## config.mk

```make
export PLATFORM = sky130hd
export DESIGN_NAME = quad_color_marker_scorer
export DESIGN_NICKNAME = d
export VERILOG_FILES = /design/src/hw/rtl/qcms_pkg.sv /design/src/hw/rtl/quad_color_marker_scorer.sv /design/src/hw/rtl/qcms_gap_lane.sv /design/src/hw/rtl/qcms_rank_lane.sv /design/src/hw/rtl/qcms_merge.sv
export VERILOG_INCLUDE_DIRS = /design/src /design/src/hw/rtl
export SDC_FILE = /design/constraint.sdc
export NUM_CORES = 1
export LEC_CHECK = 0
export BUFFER_PORTS_ARGS = -buffer_cell sky130_fd_sc_hd__buf_2
export CAP_MARGIN = 10
export CELL_PAD_IN_SITES_DETAIL_PLACEMENT = 0
export CELL_PAD_IN_SITES_GLOBAL_PLACEMENT = 1
export CORE_ASPECT_RATIO = 0.75
export CORE_MARGIN = 2
export CORE_UTILIZATION = 45
export DETAILED_ROUTE_END_ITERATION = 6
export PLACE_DENSITY_LB_ADDON = 0.15
export SYNTH_ARGS = -nofsm -noshare
export SYNTH_HDL_FRONTEND = slang
export SYNTH_HIERARCHICAL = 1
export SYNTH_SLANG_ARGS = --single-unit
```

## constraint.sdc

```tcl
create_clock -name clk_i -period 10 [get_ports clk_i]
set_input_delay 2 -clock clk_i [delete_from_list [all_inputs] [get_ports clk_i]]
set_output_delay 2 -clock clk_i [all_outputs]
set_load 0.03 [all_outputs]
```

## src/hw/rtl/quad_color_marker_scorer_assert.svh

```systemverilog
// Assertion macros used by the merge stage of the quad colour marker scorer RTL
`ifndef QUAD_COLOR_MARKER_SCORER_ASSERT_SVH
`define QUAD_COLOR_MARKER_SCORER_ASSERT_SVH

// same-cycle implication
`define QCMS_ASSERT_NOW(lbl, clk, rst_n, ante, cons) \
  lbl: assert property (@(posedge clk) disable iff (!(rst_n)) (ante) |-> (cons)) \
    else $error("qcms assertion failed");

// next-cycle implication
`define QCMS_ASSERT_NEXT(lbl, clk, rst_n, ante, cons) \
  lbl: assert property (@(posedge clk) disable iff (!(rst_n)) (ante) |=> (cons)) \
    else $error("qcms assertion failed");

`endif

```

## src/hw/rtl/qcms_pkg.sv

```systemverilog
// Shared types, constants and pair tables of the quad colour marker scorer
`default_nettype none

package qcms_pkg;

  localparam int unsigned HueW       = 8;
  localparam int unsigned SatW       = 8;
  localparam int unsigned SatSumW    = 10;
  localparam int unsigned GapW       = 8;
  localparam int unsigned ProdW      = 18;
  localparam int unsigned ScoreW     = 8;
  localparam int unsigned IdxW       = 2;
  localparam int unsigned NumCorners = 4;
  localparam int unsigned NumPairs   = 6;

  localparam logic [HueW-1:0]  HalfTurn       = 8'd90;
  localparam logic [HueW:0]    FullTurn       = 9'd180;
  localparam logic [HueW-1:0]  RedCutoffReset = 8'd140;
  localparam logic [ProdW-1:0] SatLimit       = 18'd25600;  // 256 * divisor of 100
  localparam logic [12:0]      RecipMul       = 13'd5243;   // ceil(2^19 / 100)
  localparam int unsigned      RecipShift     = 19;
  localparam int unsigned      QuotInW        = 15;
  localparam logic [ScoreW-1:0] ScoreMax      = 8'd255;

  typedef logic signed [GapW-1:0] gap_t;
  typedef logic [HueW-1:0]        hue_t;
  typedef logic [IdxW-1:0]        idx_t;

  typedef struct packed {
    logic                          valid;
    logic [NumPairs-1:0][GapW-1:0] gaps;
    logic [SatSumW-1:0]            sat_sum;
    logic [NumCorners-1:0][IdxW-1:0] ranks;
  } stage1_t;

  function automatic idx_t pair_hi(input int unsigned p);
    idx_t r;
    case (p)
      0:       r = 2'd1;
      1:       r = 2'd2;
      2:       r = 2'd2;
      3:       r = 2'd3;
      4:       r = 2'd3;
      5:       r = 2'd3;
      default: r = 2'd0;
    endcase
    return r;
  endfunction

  function automatic idx_t pair_lo(input int unsigned p);
    idx_t r;
    case (p)
      0:       r = 2'd0;
      1:       r = 2'd0;
      2:       r = 2'd1;
      3:       r = 2'd0;
      4:       r = 2'd1;
      5:       r = 2'd2;
      default: r = 2'd0;
    endcase
    return r;
  endfunction

endpackage

`default_nettype wire

```

## src/hw/rtl/quad_color_marker_scorer.sv

```systemverilog
// Top level of the quad colour marker scorer
//
//  channel   ports                                   handshake
//  -------   -------------------------------------   ------------------------------
//  command   hue_corner0..3_i, sat_corner0..3_i       start, busy (busy always low)
//  result    marker_score_o, red/yellow/green/blue_o  result_valid_o, one-cycle strobe
//  config    cfg_data_i (red wrap cutoff)             cfg_we_i
//
//  One item per clock; start is registered through s1_q, valid2_q and valid3_q to result_valid_o.
//  Stages: pair-gap and rank lanes, then min/product, then the reciprocal multiply.
//  Reset clears the pipeline valids and sets the cutoff to 140.
//  The receiver cannot stall; nothing in the block waits on it.
`default_nettype none

module quad_color_marker_scorer
  import qcms_pkg::*;
(
  input  wire logic              clk_i,
  input  wire logic              rst_ni,
  input  wire logic              start,
  output logic                   busy,
  input  wire logic [HueW-1:0]   hue_corner0_i,
  input  wire logic [HueW-1:0]   hue_corner1_i,
  input  wire logic [HueW-1:0]   hue_corner2_i,
  input  wire logic [HueW-1:0]   hue_corner3_i,
  input  wire logic [SatW-1:0]   sat_corner0_i,
  input  wire logic [SatW-1:0]   sat_corner1_i,
  input  wire logic [SatW-1:0]   sat_corner2_i,
  input  wire logic [SatW-1:0]   sat_corner3_i,
  input  wire logic              cfg_we_i,
  input  wire logic [HueW-1:0]   cfg_data_i,
  output logic                   result_valid_o,
  output logic [ScoreW-1:0]      marker_score_o,
  output idx_t                   red_corner_o,
  output idx_t                   yellow_corner_o,
  output idx_t                   green_corner_o,
  output idx_t                   blue_corner_o
);

  hue_t                            hues [NumCorners];
  logic [NumCorners-1:0][HueW-1:0] keys;
  gap_t                            gaps [NumPairs];
  idx_t                            ranks [NumCorners];
  logic [SatSumW-1:0]              sat_sum;
  logic                            accept;

  hue_t    cutoff_q;
  stage1_t s1_q, s1_d;

  assign busy   = 1'b0;
  assign accept = start && !busy;

  assign hues[0] = hue_corner0_i;
  assign hues[1] = hue_corner1_i;
  assign hues[2] = hue_corner2_i;
  assign hues[3] = hue_corner3_i;

  assign sat_sum = SatSumW'(sat_corner0_i) + SatSumW'(sat_corner1_i) +
                   SatSumW'(sat_corner2_i) + SatSumW'(sat_corner3_i);

  for (genvar c = 0; c < NumCorners; c++) begin : g_key
    assign keys[c] = (hues[c] > cutoff_q) ? '0 : hues[c];

    qcms_rank_lane u_rank (
      .keys_i     (keys),
      .lane_idx_i (idx_t'(c)),
      .rank_o     (ranks[c])
    );
  end

  for (genvar p = 0; p < NumPairs; p++) begin : g_pair
    qcms_gap_lane u_gap (
      .hue_a_i (hues[pair_hi(p)]),
      .hue_b_i (hues[pair_lo(p)]),
      .gap_o   (gaps[p])
    );
  end

  always_comb begin
    s1_d.valid   = accept;
    s1_d.sat_sum = sat_sum;
    for (int p = 0; p < NumPairs; p++) begin
      s1_d.gaps[p] = gaps[p];
    end
    for (int c = 0; c < NumCorners; c++) begin
      s1_d.ranks[c] = ranks[c];
    end
  end

  always_ff @(posedge clk_i or negedge rst_ni) begin
    if (!rst_ni) begin
      cutoff_q <= RedCutoffReset;
      s1_q     <= '0;
    end else begin
      if (cfg_we_i) begin
        cutoff_q <= cfg_data_i;
      end
      s1_q <= s1_d;
    end
  end

  qcms_merge u_merge (
    .clk_i    (clk_i),
    .rst_ni   (rst_ni),
    .s1_i     (s1_q),
    .valid_o  (result_valid_o),
    .score_o  (marker_score_o),
    .red_o    (red_corner_o),
    .yellow_o (yellow_corner_o),
    .green_o  (green_corner_o),
    .blue_o   (blue_corner_o)
  );

endmodule

`default_nettype wire

```

## src/hw/rtl/qcms_gap_lane.sv

```systemverilog
// Circular hue gap of one corner pair
`default_nettype none

module qcms_gap_lane
  import qcms_pkg::*;
(
  input  wire hue_t hue_a_i,
  input  wire hue_t hue_b_i,
  output gap_t      gap_o
);

  logic [HueW-1:0] hue_diff;
  logic [HueW:0]   wrapped;

  assign hue_diff = (hue_a_i >= hue_b_i) ? (hue_a_i - hue_b_i) : (hue_b_i - hue_a_i);
  assign wrapped  = FullTurn - {1'b0, hue_diff};
  assign gap_o    = (hue_diff > HalfTurn) ? gap_t'(wrapped[GapW-1:0]) : gap_t'(hue_diff);

endmodule

`default_nettype wire

```

## src/hw/rtl/qcms_rank_lane.sv

```systemverilog
// Sort position of one corner among the four ordering keys
`default_nettype none

module qcms_rank_lane
  import qcms_pkg::*;
(
  input  wire logic [NumCorners-1:0][HueW-1:0] keys_i,
  input  wire idx_t                            lane_idx_i,
  output idx_t                                 rank_o
);

  logic [NumCorners-1:0] ahead;

  always_comb begin
    for (int j = 0; j < NumCorners; j++) begin
      ahead[j] = (keys_i[j] < keys_i[lane_idx_i]) ||
                 ((keys_i[j] == keys_i[lane_idx_i]) && (idx_t'(j) < lane_idx_i));
    end
  end

  assign rank_o = idx_t'(ahead[0]) + idx_t'(ahead[1]) + idx_t'(ahead[2]) + idx_t'(ahead[3]);

endmodule

`default_nettype wire

```

## src/hw/rtl/qcms_merge.sv

```systemverilog
// Merge stage: minimum gap, colour slots, score product and scaled score
`default_nettype none

`include "quad_color_marker_scorer_assert.svh"

module qcms_merge
  import qcms_pkg::*;
(
  input  wire logic    clk_i,
  input  wire logic    rst_ni,
  input  wire stage1_t s1_i,
  output logic         valid_o,
  output logic [ScoreW-1:0] score_o,
  output idx_t         red_o,
  output idx_t         yellow_o,
  output idx_t         green_o,
  output idx_t         blue_o
);

  gap_t g [NumPairs];
  gap_t m01, m23, m45, m03, min_gap;
  logic signed [ProdW:0] prod_full;
  idx_t slot [NumCorners];

  logic                     valid2_q;
  logic signed [ProdW-1:0]  prod_q, prod_d;
  idx_t                     slot2_q [NumCorners];

  logic                     valid3_q;
  logic [ScoreW-1:0]        score_q, score_d;
  idx_t                     slot3_q [NumCorners];
  logic [QuotInW+12:0]      quot_full;

  always_comb begin
    for (int p = 0; p < NumPairs; p++) begin
      g[p] = $signed(s1_i.gaps[p]);
    end
  end

  assign m01     = (g[1] < g[0]) ? g[1] : g[0];
  assign m23     = (g[3] < g[2]) ? g[3] : g[2];
  assign m45     = (g[5] < g[4]) ? g[5] : g[4];
  assign m03     = (m23 < m01) ? m23 : m01;
  assign min_gap = (m45 < m03) ? m45 : m03;

  assign prod_full = min_gap * $signed({1'b0, s1_i.sat_sum});
  assign prod_d    = prod_full[ProdW-1:0];

  always_comb begin
    for (int s = 0; s < NumCorners; s++) begin
      slot[s] = '0;
      for (int c = 0; c < NumCorners; c++) begin
        if (s1_i.ranks[c] == idx_t'(s)) begin
          slot[s] = idx_t'(c);
        end
      end
    end
  end

  assign quot_full = prod_q[QuotInW-1:0] * RecipMul;

  always_comb begin
    if (prod_q <= 0) begin
      score_d = '0;
    end else if (prod_q >= $signed(SatLimit)) begin
      score_d = ScoreMax;
    end else begin
      score_d = quot_full[RecipShift +: ScoreW];
    end
  end

  always_ff @(posedge clk_i or negedge rst_ni) begin
    if (!rst_ni) begin
      valid2_q <= 1'b0;
      valid3_q <= 1'b0;
    end else begin
      valid2_q <= s1_i.valid;
      valid3_q <= valid2_q;
    end
  end

  always_ff @(posedge clk_i) begin
    prod_q  <= prod_d;
    score_q <= score_d;
    for (int s = 0; s < NumCorners; s++) begin
      slot2_q[s] <= slot[s];
      slot3_q[s] <= slot2_q[s];
    end
  end

  assign valid_o  = valid3_q;
  assign score_o  = score_q;
  assign red_o    = slot3_q[0];
  assign yellow_o = slot3_q[1];
  assign green_o  = slot3_q[2];
  assign blue_o   = slot3_q[3];

  `QCMS_ASSERT_NOW(a_min_gap_bound, clk_i, rst_ni, s1_i.valid, (min_gap <= $signed({1'b0, HalfTurn})))
  `QCMS_ASSERT_NEXT(a_nonpos_zero, clk_i, rst_ni, valid2_q && (prod_q <= 0), (score_o == '0))
  `QCMS_ASSERT_NEXT(a_big_saturates, clk_i, rst_ni, valid2_q && (prod_q >= $signed(SatLimit)), (score_o == ScoreMax))
  `QCMS_ASSERT_NOW(a_slots_distinct, clk_i, rst_ni, valid_o, (red_o != yellow_o) && (red_o != green_o) && (red_o != blue_o) && (yellow_o != green_o) && (yellow_o != blue_o) && (green_o != blue_o))

endmodule

`default_nettype wire
```

==> results.yml <==
critical_path:
  worst_setup_path_end_kind: "register"
  cpMaxStageDelayCell: "fa_1"
  path_max_fanout: 12
  worst_ep_required_time_ns: 10.39
  start_kind: "register"
  cp.arrival_ns: 9.79
  cpPeakStageDelay_ns: 0.55
  cpMostUsedCell: "inv_1"
  path_class: "register to register"
detailed_routing:
  drcViolationCount: 0
  via_count: 17494
  drt_iter0_markers: 952
  postRouteWirelength_um: 58100
  avgViaCountPerCell: 5.49
  first_pass_iters: 5
  drtAntennaViolNets: 0
  wl_per_cell_um: 18.2
global_routing:
  grt_max_degree: 52
  grt_pass1_vias: 17334
  grt_pass1_wl_um: 93800
  grt_usage_pct: 23.7
  grt_util_met3_pct: 6.38
  globalRoute.busiestLayer: "met2"
  grtUsageMet2_pct: 35.2
  antenna_found_initial: 0
  use_met1_pct: 33.8
  overflow: 0
cells_and_area:
  final_net_count: 3184
  seq_area_mm2: 0.00272
  multi_input_area_mm2: 0.0174
  layout-drive-gt1-share_pct: 12.1
  areaGrowthSynthToFinish_pct: 8.39
  fillCellCount: 4540
  n_antenna_cell: 0
sta:
  min_period_ns: 9.39
  max_freq_mhz: 106
  worstMarginPinSlew_ns: 0.927
  hold_viol_final: 0
  rsz0062_at_grt: "no"
  fin_skew_ns: 0.0170
  tns_ns: 0
  slew_headroom_pct: 38.0
  drv_slew: 0
  final-setup-viol-count: 0
  fin_crit_sh_pct: 93.9
cts:
  clock_latency_ns: 0.46
  htree_levels: 4
  clock_path_buffers: 2
  cts.sinks: 117
  clkTransAtPathRegs_ns: 0.08
  root_buffer: "clkbuf_16"
  cts_buffers: 17
  hold_buffers: 0
  cts_tree: "yes"
placed_design:
  io_buffer_count: 92
  dp_hpwl_um: 46700
  gp_congestion: 0.910
floorplan:
  die_area_mm2: 0.0504
  pin_count: 94
  die_x_um: 259
  initial_core_util_pct: 45.9
  die_h_um: 195
  core_mm2: 0.0477
  rows: 69
yosys:
  syn_area_mm2: 0.0219
  syn_inst: 2436
  ys_warn_count: 6
  synth_area_per_cell_um2: 8.98
run:
  cap_violations: 0
status:
  status: "complete, no violations"
worst_hold_path:
  hold_class: "register to register"
==> registers in the layout, summed over array words and instances (netlist names) <==
name and count:
cutoff_q 8, s1_q 65, u_merge/prod_q 18, u_merge/score_o 8, u_merge/slot2_q 8, u_merge/slot3_q 8
u_merge/valid2_q 1, u_merge/valid_o 1
==> cell type report <==
cell class / instances / area share [%]
Multi-Input combinational cell: 1868 / 73.5
Sequential cell: 117 / 11.5
Inverter: 428 / 6.78
Tap cell: 639 / 3.37
Timing Repair Buffer: 102 / 2.27
Clock buffer: 17 / 1.79
Clock inverter: 15 / 0.781
==> cell usage in the layout (no fill, tap or decap), types with 25 or more instances in the layout <==
cell type / n
o21ai_0: 63
dfxtp_1: 42
xnor2_1: 33
inv_1: 427
o211ai_1: 25
nor2_1: 87
mux2i_1: 45
nand3_1: 45
nand2_1: 160
a211oi_1: 47
buf_2: 91
fa_1: 148
nand3b_1: 27
a21oi_1: 132
ha_1: 426
a21o_1: 39
dfrtp_1: 72
nand2b_1: 35
nand4_1: 32
xor2_1: 25
and2_1: 63
==> through the flow <==
stage               cell area, um2  hold WS (ns)  std cells  util [%]  setup WS [ns]
CTS                          23600         0.327       3184      49.5         0.0535
floorplan                    21900         0.310       2456         -           1.07
detailed placement           23000         0.312       3152      48.3          0.111
finish                       23700         0.326       3186      49.7          0.607
global placement             23000         0.310       3152      48.3          0.287
global route                 23700         0.328       3186      49.7        0.00186
==> layer usage <==
layer | part of all wire (%) | wire length, um | vias to the layer above
li1 | - | - | 8630
met1 | 49 | 28400 | 8385
met2 | 43 | 24800 | 409
met3 | 6.7 | 3900 | 70
met4 | 1.9 | 1080 | 0
met5 | 0 | 0 | -
==> timing repair <==
action                     CTS  global route
setup endpoints to repair    0             6
setup buffers                0             1
gates resized for setup      0            18
==> critical path, delay by kind of cell, from the launching register on <==
kind	cells	cell delay (ns)
flip-flops	1	0.35
AO/OA/AOI/OAI	15	3.12
buffers and inverters	5	0.31
multiplexers	2	0.70
adder cells (fa/ha/maj)	8	3.27
XOR/XNOR	2	0.28
AND/OR/NAND/NOR	6	1.32
==> path summary, 6_finish.rpt <==
kind                                        from               endpoint  slack, ns  cells after the start
max                                     s1_q[20]     u_merge/prod_q[17]       0.61                     38
min in group asynchronous                 rst_ni               s1_q[55]       1.50                      1
max reg2reg                             s1_q[20]     u_merge/prod_q[17]       0.61                     38
max in group asynchronous                 rst_ni               s1_q[35]       7.48                      2
min                        u_merge/slot2_q[3][0]  u_merge/slot3_q[3][0]       0.33                      0
min reg2reg                u_merge/slot2_q[3][0]  u_merge/slot3_q[3][0]       0.33                      0
Power is left out: the tool's default activity adds up to more than one toggle a clock period on the data nets, which glitch-free logic cannot reach.
